**src/rtl/core/rdpd_pkg.sv**
```systemverilog
// Shared types and constants for the rotary dial pulse decoder.
// Holds the configuration record, register indexes and reset values.
// No dependencies.
package rdpd_pkg;

	localparam int WAIT_W   = 16;
	localparam int LIM_W    = 6;
	localparam int DEB_W    = 10;
	localparam int PCNT_W   = 8;
	localparam int DIGIT_W  = 4;
	localparam int POS_W    = 5;
	localparam int CFG_IDX_W  = 3;
	localparam int CFG_DATA_W = 16;

	localparam int RESULT_LIMIT        = 32;
	localparam int DEF_MAX_DIGIT_STORE = 32;

	localparam logic [CFG_IDX_W-1:0] REG_WAITING_TIME = 3'd0;
	localparam logic [CFG_IDX_W-1:0] REG_MAX_DIGITS   = 3'd1;
	localparam logic [CFG_IDX_W-1:0] REG_ENABLE_INV   = 3'd2;
	localparam logic [CFG_IDX_W-1:0] REG_PULSE_INV    = 3'd3;
	localparam logic [CFG_IDX_W-1:0] REG_DEBOUNCE     = 3'd4;

	localparam logic [WAIT_W-1:0] RST_WAITING_TIME = 16'd3000;
	localparam logic [LIM_W-1:0]  RST_MAX_DIGITS   = 6'd7;
	localparam logic [DEB_W-1:0]  RST_DEBOUNCE     = 10'd20;

	localparam logic KIND_TICK  = 1'b0;
	localparam logic KIND_CLEAR = 1'b1;

	localparam logic [PCNT_W-1:0] PCNT_MAX   = 8'd255;
	localparam logic [PCNT_W-1:0] DIGIT_BASE = 8'd10;
	localparam logic [WAIT_W-1:0] IDLE_MAX   = 16'hFFFF;

	typedef struct packed {
		logic [WAIT_W-1:0] waiting_time_ms;
		logic [LIM_W-1:0]  max_digits;
		logic              enable_inverse;
		logic              pulse_inverse;
		logic [DEB_W-1:0]  debounce_ms;
	} cfg_t;

endpackage

```
**src/rtl/core/rdpd_regs.sv**
```systemverilog
// Configuration register file of the rotary dial pulse decoder.
// Depends on rdpd_pkg for the register indexes, widths and reset values.
module rdpd_regs import rdpd_pkg::*; (
	input  logic                  clk,
	input  logic                  arst_n,
	input  logic                  cfg_valid,
	input  logic [CFG_IDX_W-1:0]  cfg_index,
	input  logic [CFG_DATA_W-1:0] cfg_data,
	output cfg_t                  cfg
);

	cfg_t cfg_q;

	always_ff @(posedge clk or negedge arst_n) begin
		if (!arst_n) begin
			cfg_q.waiting_time_ms <= RST_WAITING_TIME;
			cfg_q.max_digits      <= RST_MAX_DIGITS;
			cfg_q.enable_inverse  <= 1'b0;
			cfg_q.pulse_inverse   <= 1'b0;
			cfg_q.debounce_ms     <= RST_DEBOUNCE;
		end else if (cfg_valid) begin
			case (cfg_index)
				REG_WAITING_TIME: cfg_q.waiting_time_ms <= cfg_data[WAIT_W-1:0];
				REG_MAX_DIGITS:   cfg_q.max_digits      <= cfg_data[LIM_W-1:0];
				REG_ENABLE_INV:   cfg_q.enable_inverse  <= cfg_data[0];
				REG_PULSE_INV:    cfg_q.pulse_inverse   <= cfg_data[0];
				REG_DEBOUNCE:     cfg_q.debounce_ms     <= cfg_data[DEB_W-1:0];
				default: begin
				end
			endcase
		end
	end

	assign cfg = cfg_q;

endmodule

```
**src/rtl/core/rdpd_store.sv**
```systemverilog
// Digit store of the rotary dial pulse decoder: one write port, one registered read port.
// Depends on rdpd_pkg for the digit width.
module rdpd_store import rdpd_pkg::*; #(
	parameter int DEPTH = DEF_MAX_DIGIT_STORE,
	parameter int AW    = 5
) (
	input  logic               clk,
	input  logic               we,
	input  logic [AW-1:0]      waddr,
	input  logic [DIGIT_W-1:0] wdata,
	input  logic [AW-1:0]      raddr,
	output logic [DIGIT_W-1:0] rdata
);

	logic [DIGIT_W-1:0] mem [DEPTH];
	logic [DIGIT_W-1:0] rdata_q;

	always_ff @(posedge clk) begin
		if (we) begin
			mem[waddr] <= wdata;
		end
		rdata_q <= mem[raddr];
	end

	assign rdata = rdata_q;

endmodule

```
**src/rtl/core/rdpd_ctrl.sv**
```systemverilog
// Tick processing and report sequencer of the rotary dial pulse decoder.
// Depends on rdpd_pkg; drives the write and read ports of rdpd_store.
module rdpd_ctrl import rdpd_pkg::*; #(
	parameter int CAP = RESULT_LIMIT,
	parameter int AW  = 5,
	parameter int CW  = 6
) (
	input  logic               clk,
	input  logic               arst_n,
	input  cfg_t               cfg,
	input  logic               in_valid,
	output logic               in_stall,
	input  logic               kind,
	input  logic               enable_level,
	input  logic               pulse_level,
	output logic               out_valid,
	input  logic               out_stall,
	output logic [DIGIT_W-1:0] digit,
	output logic [POS_W-1:0]   digit_position,
	output logic               last_digit,
	output logic               st_we,
	output logic [AW-1:0]      st_waddr,
	output logic [DIGIT_W-1:0] st_wdata,
	output logic [AW-1:0]      st_raddr,
	input  logic [DIGIT_W-1:0] st_rdata
);

	localparam int CMP_W = LIM_W + 1;
	localparam logic [1:0] ST_IDLE = 2'd0;
	localparam logic [1:0] ST_RD   = 2'd1;
	localparam logic [1:0] ST_LOAD = 2'd2;
	localparam logic [LIM_W-1:0] CAP_L = LIM_W'(CAP);

	logic [1:0]        state_q;
	logic              prev_en_q;
	logic              prev_pul_q;
	logic              dialing_q;
	logic [PCNT_W-1:0] pcnt_q;
	logic [CW-1:0]     count_q;
	logic [WAIT_W-1:0] idle_q;
	logic [DEB_W-1:0]  deb_q;
	logic [CW-1:0]     emit_n_q;
	logic [CW-1:0]     k_q;
	logic              out_valid_q;
	logic [DIGIT_W-1:0] digit_q;
	logic [POS_W-1:0]  pos_q;
	logic              last_q;

	logic              accept;
	logic [LIM_W-1:0]  limit;
	logic [CMP_W-1:0]  limit_x;
	logic [CMP_W-1:0]  count_x;
	logic [CMP_W-1:0]  count_n_x;
	logic              dial_en;
	logic              en_edge;
	logic              start;
	logic              commit;
	logic              report;
	logic              room;
	logic [WAIT_W-1:0] idle_n;
	logic              dial_n;
	logic [PCNT_W-1:0] pcnt_mid;
	logic [PCNT_W-1:0] pcnt_n;
	logic [CW-1:0]     count_n;
	logic [DEB_W-1:0]  deb_n;
	logic [CMP_W-1:0]  k_x;
	logic [CW-1:0]     k_inc;
	logic              k_last;
	logic              out_free;

	assign accept   = in_valid && !in_stall;
	assign in_stall = (state_q != ST_IDLE);

	always_comb begin
		if (cfg.max_digits == '0) begin
			limit = LIM_W'(1);
		end else if (cfg.max_digits > CAP_L) begin
			limit = CAP_L;
		end else begin
			limit = cfg.max_digits;
		end
	end
	assign limit_x = CMP_W'(limit);
	assign count_x = CMP_W'(count_q);

	always_comb begin
		dial_en = ~enable_level ^ cfg.enable_inverse;
		en_edge   = (dial_en != prev_en_q);
		idle_n    = (idle_q == IDLE_MAX) ? idle_q : idle_q + 1'b1;
		if (en_edge) begin
			idle_n = '0;
		end
		start  = en_edge && (dial_en == ~cfg.enable_inverse) && !dialing_q;
		commit = en_edge && (dial_en == cfg.enable_inverse);
		room   = (count_x < limit_x);
		dial_n   = dialing_q || start;
		pcnt_mid = (start || commit) ? '0 : pcnt_q;
		count_n  = (commit && room) ? count_q + 1'b1 : count_q;
		count_n_x = CMP_W'(count_n);
		report = dial_n && ((idle_n >= cfg.waiting_time_ms) || (count_n_x >= limit_x))
			&& (dial_en == cfg.enable_inverse);
		pcnt_n = pcnt_mid;
		deb_n  = deb_q;
		if (deb_q != '0) begin
			deb_n = deb_q - 1'b1;
		end else if ((pulse_level == cfg.pulse_inverse) && (prev_pul_q != cfg.pulse_inverse)) begin
			if (pcnt_mid != PCNT_MAX) begin
				pcnt_n = pcnt_mid + 1'b1;
			end
			deb_n = cfg.debounce_ms;
		end
	end

	assign st_we    = accept && (kind == KIND_TICK) && commit && room;
	assign st_waddr = count_q[AW-1:0];
	assign st_wdata = (pcnt_q >= DIGIT_BASE) ? '0 : pcnt_q[DIGIT_W-1:0];
	assign st_raddr = k_q[AW-1:0];

	assign k_x      = CMP_W'(k_q);
	assign k_inc    = k_q + 1'b1;
	assign k_last   = (k_inc == emit_n_q);
	assign out_free = !out_valid_q || !out_stall;

	always_ff @(posedge clk or negedge arst_n) begin
		if (!arst_n) begin
			state_q     <= ST_IDLE;
			prev_en_q   <= 1'b0;
			prev_pul_q  <= 1'b1;
			dialing_q   <= 1'b0;
			pcnt_q      <= '0;
			count_q     <= '0;
			idle_q      <= '0;
			deb_q       <= '0;
			emit_n_q    <= '0;
			k_q         <= '0;
			out_valid_q <= 1'b0;
		end else begin
			if (state_q == ST_LOAD && out_free) begin
				out_valid_q <= 1'b1;
			end else if (out_valid_q && !out_stall) begin
				out_valid_q <= 1'b0;
			end
			case (state_q)
				ST_IDLE: begin
					if (accept) begin
						if (kind == KIND_CLEAR) begin
							count_q   <= '0;
							dialing_q <= 1'b0;
							pcnt_q    <= '0;
						end else begin
							prev_en_q  <= dial_en;
							prev_pul_q <= pulse_level;
							idle_q     <= idle_n;
							pcnt_q     <= pcnt_n;
							deb_q      <= deb_n;
							if (report) begin
								count_q   <= '0;
								dialing_q <= 1'b0;
								emit_n_q  <= count_n;
								k_q       <= '0;
								if (count_n != '0) begin
									state_q <= ST_RD;
								end
							end else begin
								count_q   <= count_n;
								dialing_q <= dial_n;
							end
						end
					end
				end
				ST_RD: begin
					state_q <= ST_LOAD;
				end
				ST_LOAD: begin
					if (out_free) begin
						k_q     <= k_inc;
						state_q <= k_last ? ST_IDLE : ST_RD;
					end
				end
				default: begin
					state_q <= ST_IDLE;
				end
			endcase
		end
	end

	always_ff @(posedge clk) begin
		if (state_q == ST_LOAD && out_free) begin
			digit_q <= st_rdata;
			pos_q   <= k_x[POS_W-1:0];
			last_q  <= k_last;
		end
	end

	assign out_valid      = out_valid_q;
	assign digit          = digit_q;
	assign digit_position = pos_q;
	assign last_digit     = last_q;

endmodule

```
**src/rtl/core/rotary_dial_pulse_decoder_top.sv**
```systemverilog
// Rotary dial pulse decoder: each input transfer is a one-millisecond sample tick of
// the dial's enable and pulse contacts, or a command that clears the number being
// dialed. Pulses are counted with a debounce hold-off, enable edges start a dial or
// commit a digit, and on idle timeout or a full number the digits go out one transfer
// each, first digit first, with last_digit on the final one. A tick or clear command
// is taken whenever the sequencer is idle; a tick that reports a number of n digits holds
// the input stalled until each digit has been read from the registered digit store and
// then loaded into the output register, which takes longer while the output stalls.
// Depends on rdpd_pkg, rdpd_regs, rdpd_store and rdpd_ctrl.
module rotary_dial_pulse_decoder_top import rdpd_pkg::*; #(
	parameter int MAX_DIGIT_STORE = DEF_MAX_DIGIT_STORE
) (
	input  logic                  clk,
	input  logic                  arst_n,
	input  logic                  in_valid,
	output logic                  in_stall,
	input  logic                  kind,
	input  logic                  enable_level,
	input  logic                  pulse_level,
	output logic                  out_valid,
	input  logic                  out_stall,
	output logic [DIGIT_W-1:0]    digit,
	output logic [POS_W-1:0]      digit_position,
	output logic                  last_digit,
	input  logic                  cfg_valid,
	output logic                  cfg_ready,
	input  logic [CFG_IDX_W-1:0]  cfg_index,
	input  logic [CFG_DATA_W-1:0] cfg_data
);

	localparam int CAP = (MAX_DIGIT_STORE < RESULT_LIMIT) ? MAX_DIGIT_STORE : RESULT_LIMIT;
	localparam int AW  = (CAP > 1) ? $clog2(CAP) : 1;
	localparam int CW  = $clog2(CAP + 1);

	cfg_t               cfg;
	logic               st_we;
	logic [AW-1:0]      st_waddr;
	logic [DIGIT_W-1:0] st_wdata;
	logic [AW-1:0]      st_raddr;
	logic [DIGIT_W-1:0] st_rdata;

	assign cfg_ready = 1'b1;

	rdpd_regs u_regs (
		.clk       (clk),
		.arst_n    (arst_n),
		.cfg_valid (cfg_valid),
		.cfg_index (cfg_index),
		.cfg_data  (cfg_data),
		.cfg       (cfg)
	);

	rdpd_store #(
		.DEPTH (CAP),
		.AW    (AW)
	) u_store (
		.clk   (clk),
		.we    (st_we),
		.waddr (st_waddr),
		.wdata (st_wdata),
		.raddr (st_raddr),
		.rdata (st_rdata)
	);

	rdpd_ctrl #(
		.CAP (CAP),
		.AW  (AW),
		.CW  (CW)
	) u_ctrl (
		.clk            (clk),
		.arst_n         (arst_n),
		.cfg            (cfg),
		.in_valid       (in_valid),
		.in_stall       (in_stall),
		.kind           (kind),
		.enable_level   (enable_level),
		.pulse_level    (pulse_level),
		.out_valid      (out_valid),
		.out_stall      (out_stall),
		.digit          (digit),
		.digit_position (digit_position),
		.last_digit     (last_digit),
		.st_we          (st_we),
		.st_waddr       (st_waddr),
		.st_wdata       (st_wdata),
		.st_raddr       (st_raddr),
		.st_rdata       (st_rdata)
	);

endmodule

```
**config.mk**
```make
export PLATFORM = sky130hd
export DESIGN_NAME = rotary_dial_pulse_decoder_top
export DESIGN_NICKNAME = d
export VERILOG_FILES = /design/src/rtl/core/rdpd_pkg.sv /design/src/rtl/core/rdpd_regs.sv /design/src/rtl/core/rdpd_store.sv /design/src/rtl/core/rdpd_ctrl.sv /design/src/rtl/core/rotary_dial_pulse_decoder_top.sv
export SDC_FILE = /design/constraint.sdc
export NUM_CORES = 1
export LEC_CHECK = 0
export BUFFER_PORTS_ARGS = -buffer_cell sky130_fd_sc_hd__buf_2
export CELL_PAD_IN_SITES_DETAIL_PLACEMENT = 2
export CELL_PAD_IN_SITES_GLOBAL_PLACEMENT = 2
export CORE_ASPECT_RATIO = 1.25
export CORE_MARGIN = 1.5
export CORE_UTILIZATION = 25
export CTS_CLUSTER_SIZE = 10
export DETAILED_ROUTE_END_ITERATION = 8
export PLACE_DENSITY_LB_ADDON = 0.05
export SLEW_MARGIN = 10
export SYNTH_ARGS = -nofsm -noshare
export SYNTH_HDL_FRONTEND = slang
export SYNTH_HIERARCHICAL = 1
export SYNTH_SLANG_ARGS = --single-unit
```
**constraint.sdc**
```tcl
create_clock -name clk -period 3.7 [get_ports clk]
set_input_delay 0.37 -clock clk [delete_from_list [all_inputs] [get_ports clk]]
set_output_delay 0.37 -clock clk [all_outputs]
set_load 0.05 [all_outputs]
```
==> impl_metrics.toml <==
[status]
outcome = "finished clean"

[worst_setup_path]
worstPathBufferInverterCount = 4
reg2reg_depth = 17
worst_path_dominant_cell_family = "simple AND/OR/NAND/NOR gates"
cp_data_required_time_ns = 4.15
timing.critical_path.cells = "and3_4, and3_4, nand4_1, nand2_2, xor2_2, nor2_1, ha_2, buf_4, o211ai_1, nor3_2, a211oi_2, buf_4, o22ai_2, buf_4, nor2_1, buf_4, a32o_1"
setup_slack_of_the_most_critical_reg_to_reg_path_ns = 0.17
crit_slowest_cell = "sky130_fd_sc_hd__ha_2"
cp-end-kind = "flop"
setup.worst_path.class = "reg -> reg"
arrival_ns = 3.98
critical_path_s_most_frequent_cell = "sky130_fd_sc_hd__buf_4"
critical_path_peak_fanout = 9
worst_r2r_endpoint = "u_ctrl/count_q[1]"
timing.critical_path.from_type = "flop"
rr_startpoint = "u_ctrl/idle_q[2]"
critical_path.max_stage_delay_ns = 0.40

[floorplan]
placementRows = 87
floorplan.initialDensity = 0.2530
design.portCount = 40
dieArea_um2 = 46790
floorplan.core_area_um2 = 44960
die_w_um = 193.8
die_y_um = 241.5

[clock_tree]
clock_latency_ns = 0.57
cts_tree = "built"
ctsLongestPathBuffers = 3
cts_root_buffer = "sky130_fd_sc_hd__clkbuf_16"
worst_setup_hold_path_clk_slew_ns = 0.06
cts_made_buffers = 30
cts.sink_count = 234
cts-htree-levels = 1

[routing]
drt_first_iter_violations = 275
detail_route.drc_violations = 0
totalWireLength_um = 33630
route.detailed.vias_per_inst = 4.743
vias = 7385
drtAntennaViolNets = 0
wire_per_inst_um = 21.60
detail_route.first_pass.iterations = 4

[layout]
fin_util = 0.3075
area_delta_synth_final_pct = 21.53
nets = 1014
layout_commonest_cell = "sky130_fd_sc_hd__edfxtp_1"
mostFrequentLayoutCells = "sky130_fd_sc_hd__edfxtp_1, sky130_fd_sc_hd__dfrtp_1, sky130_fd_sc_hd__nor2_1"
antenna_fix_cells = 0
final_cells = 1557
post_route_cells_drive_above_1_share = 0.3064

[sta]
timing.final.hold_violations = 0
timing.fmax_mhz = 283.0
maxSlewHeadroom = 0.3996
setup_viol = 0
tightestPinTransition_ns = 0.9006
post_route_worst_hold_slack_ns = 0.03617
post-route-period-util = 0.9549
finalCriticalPeriod_ns = 3.533
clock_skew_ns = 0.01103
maxSlewViolCount = 0

[synth]
post-synth-top-area-cell = "sky130_fd_sc_hd__edfxtp_1"
mappedNetlistArea_um2 = 11370
synth_warnings = 6
synth_edf_count = 138
asyncSetResetFlopFracSynth = 0.3932
synth-seq-area-share = 0.5752
synthDominantCellAreaShare = 0.3644
synth.area.top_cells = "sky130_fd_sc_hd__edfxtp_1, sky130_fd_sc_hd__dfrtp_1, sky130_fd_sc_hd__mux4_2"
postSynthAreaPerCell_um2 = 13.21
synth.net_count = 920
yosys.cell_types.count = 81
post_synthesis_instance_total = 861
top_flip_flop_cell_by_instance_count_after_synthesis = "sky130_fd_sc_hd__edfxtp_1"
ys_seq_elements = 234

[placement]
numPlacedInstances = 1492
finalWeightedCongestion = 0.7716
port_buffers = 38
post-dp-hpwl_um = 23930

[grt]
grt_max_degree = 63
gr-usage-all-layers = 0.1458
grt_overflow = 0
number_of_global_route_vias_before_repair = 8546
antenna_found_initial = 0
wire_length_of_the_first_global_routing_pass_um = 51950

[power_and_ir_drop]
power.density_cell_area_nw_per_um2 = 593.6
p_leak_nw = 5.262
post-layout-total-power_mw = 8.205
worst_ir_drop_vdd_uv = 339.2

[worst_hold_path]
worstHoldPathCells = 2
min_from = "cfg_data[11]"
holdPathEnd = "u_regs/cfg[29]"
timing.hold.worst.class = "in -> reg"

[job]
max_cap_viol_count = 0
-- repair_timing --
action / 4_1_cts / 5_1_grt
hold buffers: 6 / 0
setup endpoints to repair: 16 / 20
gates resized for setup: 13 / 37
pin swaps: 3 / 18
endpoints found under the hold margin: 52 / 0
buffers inserted: 0 / 3
-- registers in the layout (all words and copies together), names as in the netlist, 6 cells and up --
name             cells
u_ctrl/deb_q        10
u_ctrl/k_q           6
u_ctrl/idle_q       16
u_store/mem        128
u_ctrl/pcnt_q        8
u_ctrl/count_q       6
u_regs/cfg          34
u_ctrl/emit_n_q      6
-- worst register-to-register path, cell delays in order (launching register included) --
cell                       delay, ns
sky130_fd_sc_hd__dfrtp_1        0.37
sky130_fd_sc_hd__and3_4         0.20
sky130_fd_sc_hd__and3_4         0.18
sky130_fd_sc_hd__nand4_1        0.21
sky130_fd_sc_hd__nand2_2        0.17
sky130_fd_sc_hd__xor2_2         0.23
sky130_fd_sc_hd__nor2_1         0.08
sky130_fd_sc_hd__ha_2           0.40
sky130_fd_sc_hd__buf_4          0.13
sky130_fd_sc_hd__o211ai_1       0.09
sky130_fd_sc_hd__nor3_2         0.22
sky130_fd_sc_hd__a211oi_2       0.10
sky130_fd_sc_hd__buf_4          0.14
sky130_fd_sc_hd__o22ai_2        0.20
sky130_fd_sc_hd__buf_4          0.23
sky130_fd_sc_hd__nor2_1         0.06
sky130_fd_sc_hd__buf_4          0.16
sky130_fd_sc_hd__a32o_1         0.25
-- worst max-delay path by stage --
stage	startpoint	to	slack, ns	depth (start not counted)
global placement	u_ctrl/idle_q[4]	u_ctrl/k_q[4]	-0.13	16
global route	u_ctrl/idle_q[2]	u_ctrl/count_q[1]	-0.03	16
detailed placement	u_ctrl/idle_q[4]	u_ctrl/k_q[4]	-0.17	16
floorplan	u_regs/cfg[17]	u_ctrl/count_q[4]	0.37	16
finish	u_ctrl/idle_q[2]	u_ctrl/count_q[1]	0.17	17
CTS	u_ctrl/idle_q[4]	u_ctrl/k_q[4]	-0.01	16
-- cell usage after synthesis (3+ instances only) --
master                     count
sky130_fd_sc_hd__and2_1        8
sky130_fd_sc_hd__buf_2         8
sky130_fd_sc_hd__ha_1         32
sky130_fd_sc_hd__a22o_1        5
sky130_fd_sc_hd__or3_1         4
sky130_fd_sc_hd__nand3_1      16
sky130_fd_sc_hd__nand3b_1      5
sky130_fd_sc_hd__o21ai_0      44
sky130_fd_sc_hd__xnor2_1       8
sky130_fd_sc_hd__nor2_1       76
sky130_fd_sc_hd__nand2b_1     13
sky130_fd_sc_hd__buf_4        11
sky130_fd_sc_hd__a21oi_1      25
sky130_fd_sc_hd__or3b_2        3
sky130_fd_sc_hd__a22oi_1       5
sky130_fd_sc_hd__xor2_1       18
sky130_fd_sc_hd__nor4_1        8
sky130_fd_sc_hd__nand2_1      48
sky130_fd_sc_hd__or4_1         3
sky130_fd_sc_hd__buf_6         5
sky130_fd_sc_hd__mux4_2       40
sky130_fd_sc_hd__edfxtp_1    138
sky130_fd_sc_hd__a41oi_1       3
sky130_fd_sc_hd__and3_1       14
sky130_fd_sc_hd__o22a_1        4
sky130_fd_sc_hd__o31ai_1      13
sky130_fd_sc_hd__nor3_1       13
sky130_fd_sc_hd__dfstp_2      13
sky130_fd_sc_hd__o21a_1        3
sky130_fd_sc_hd__a31oi_1      10
sky130_fd_sc_hd__a211oi_1      4
sky130_fd_sc_hd__dfxtp_1       4
sky130_fd_sc_hd__nor2b_1       5
sky130_fd_sc_hd__buf_1         3
sky130_fd_sc_hd__mux2i_1       6
sky130_fd_sc_hd__mux2_2       43
sky130_fd_sc_hd__inv_1        26
sky130_fd_sc_hd__a21o_1        4
sky130_fd_sc_hd__dfrtp_1      79
sky130_fd_sc_hd__clkbuf_1     25
sky130_fd_sc_hd__nor3b_1       4
sky130_fd_sc_hd__nand4_1      11
-- final cells by class --
type / count / area [µm²]
flip-flops and latches: 234 / 6544
clock inverters: 7 / 105.1
well taps: 578 / 723.2
multi-input cells: 548 / 4662
clock buffers: 49 / 883.3
repair buffers: 114 / 803.3
fillers: 4732 / 31130
inverters: 27 / 101.3
-- power by group --
| group | total [mW] | internal (mW) | leakage (nW) | switching, mW |
|---|---|---|---|---|
| clock | 2.94 | 1.82 | 0.476 | 1.12 |
| sequential | 3.27 | 3.01 | 2.50 | 0.261 |
| combinational | 1.99 | 0.943 | 2.28 | 1.05 |
| total | 8.21 | 5.77 | 5.26 | 2.43 |
-- through the flow --
step	instance area, µm²	TNS, ns	worst slack, ns
after floorplan	11370	0	0.3684
after global placement	12530	-1.080	-0.1316
after detailed placement	12530	-1.268	-0.1662
after CTS	13620	-0.02186	-0.01052
after global routing	13820	-0.04578	-0.02624
final	13820	0	0.1670
-- routing by layer --
metal	part of all wire	track usage	up-vias
li1	-	-	3437
met1	0.40	0.1603	3834
met2	0.55	0.2913	71
met3	0.024	0.01768	43
met4	0.022	0.04271	0
met5	0	0	-
-- cells by family (layout without fill, tap and decap cells) --
kind of cell               after synthesis  in the layout  share of synthesized area
buffers and inverters                   79            197                    0.03388
AOI/OAI and AO/OA                      147            147                    0.08691
muxes                                   92             92                     0.1304
and+or+nand+nor                        247            247                     0.1125
adders and majority gates               32             32                    0.03520
xor gates and xnor gates                29             29                    0.02552
DFF                                    234            234                     0.5752
other                                    1              1                  0.0003297
Note: power is estimated with default switching activity, not from simulation.
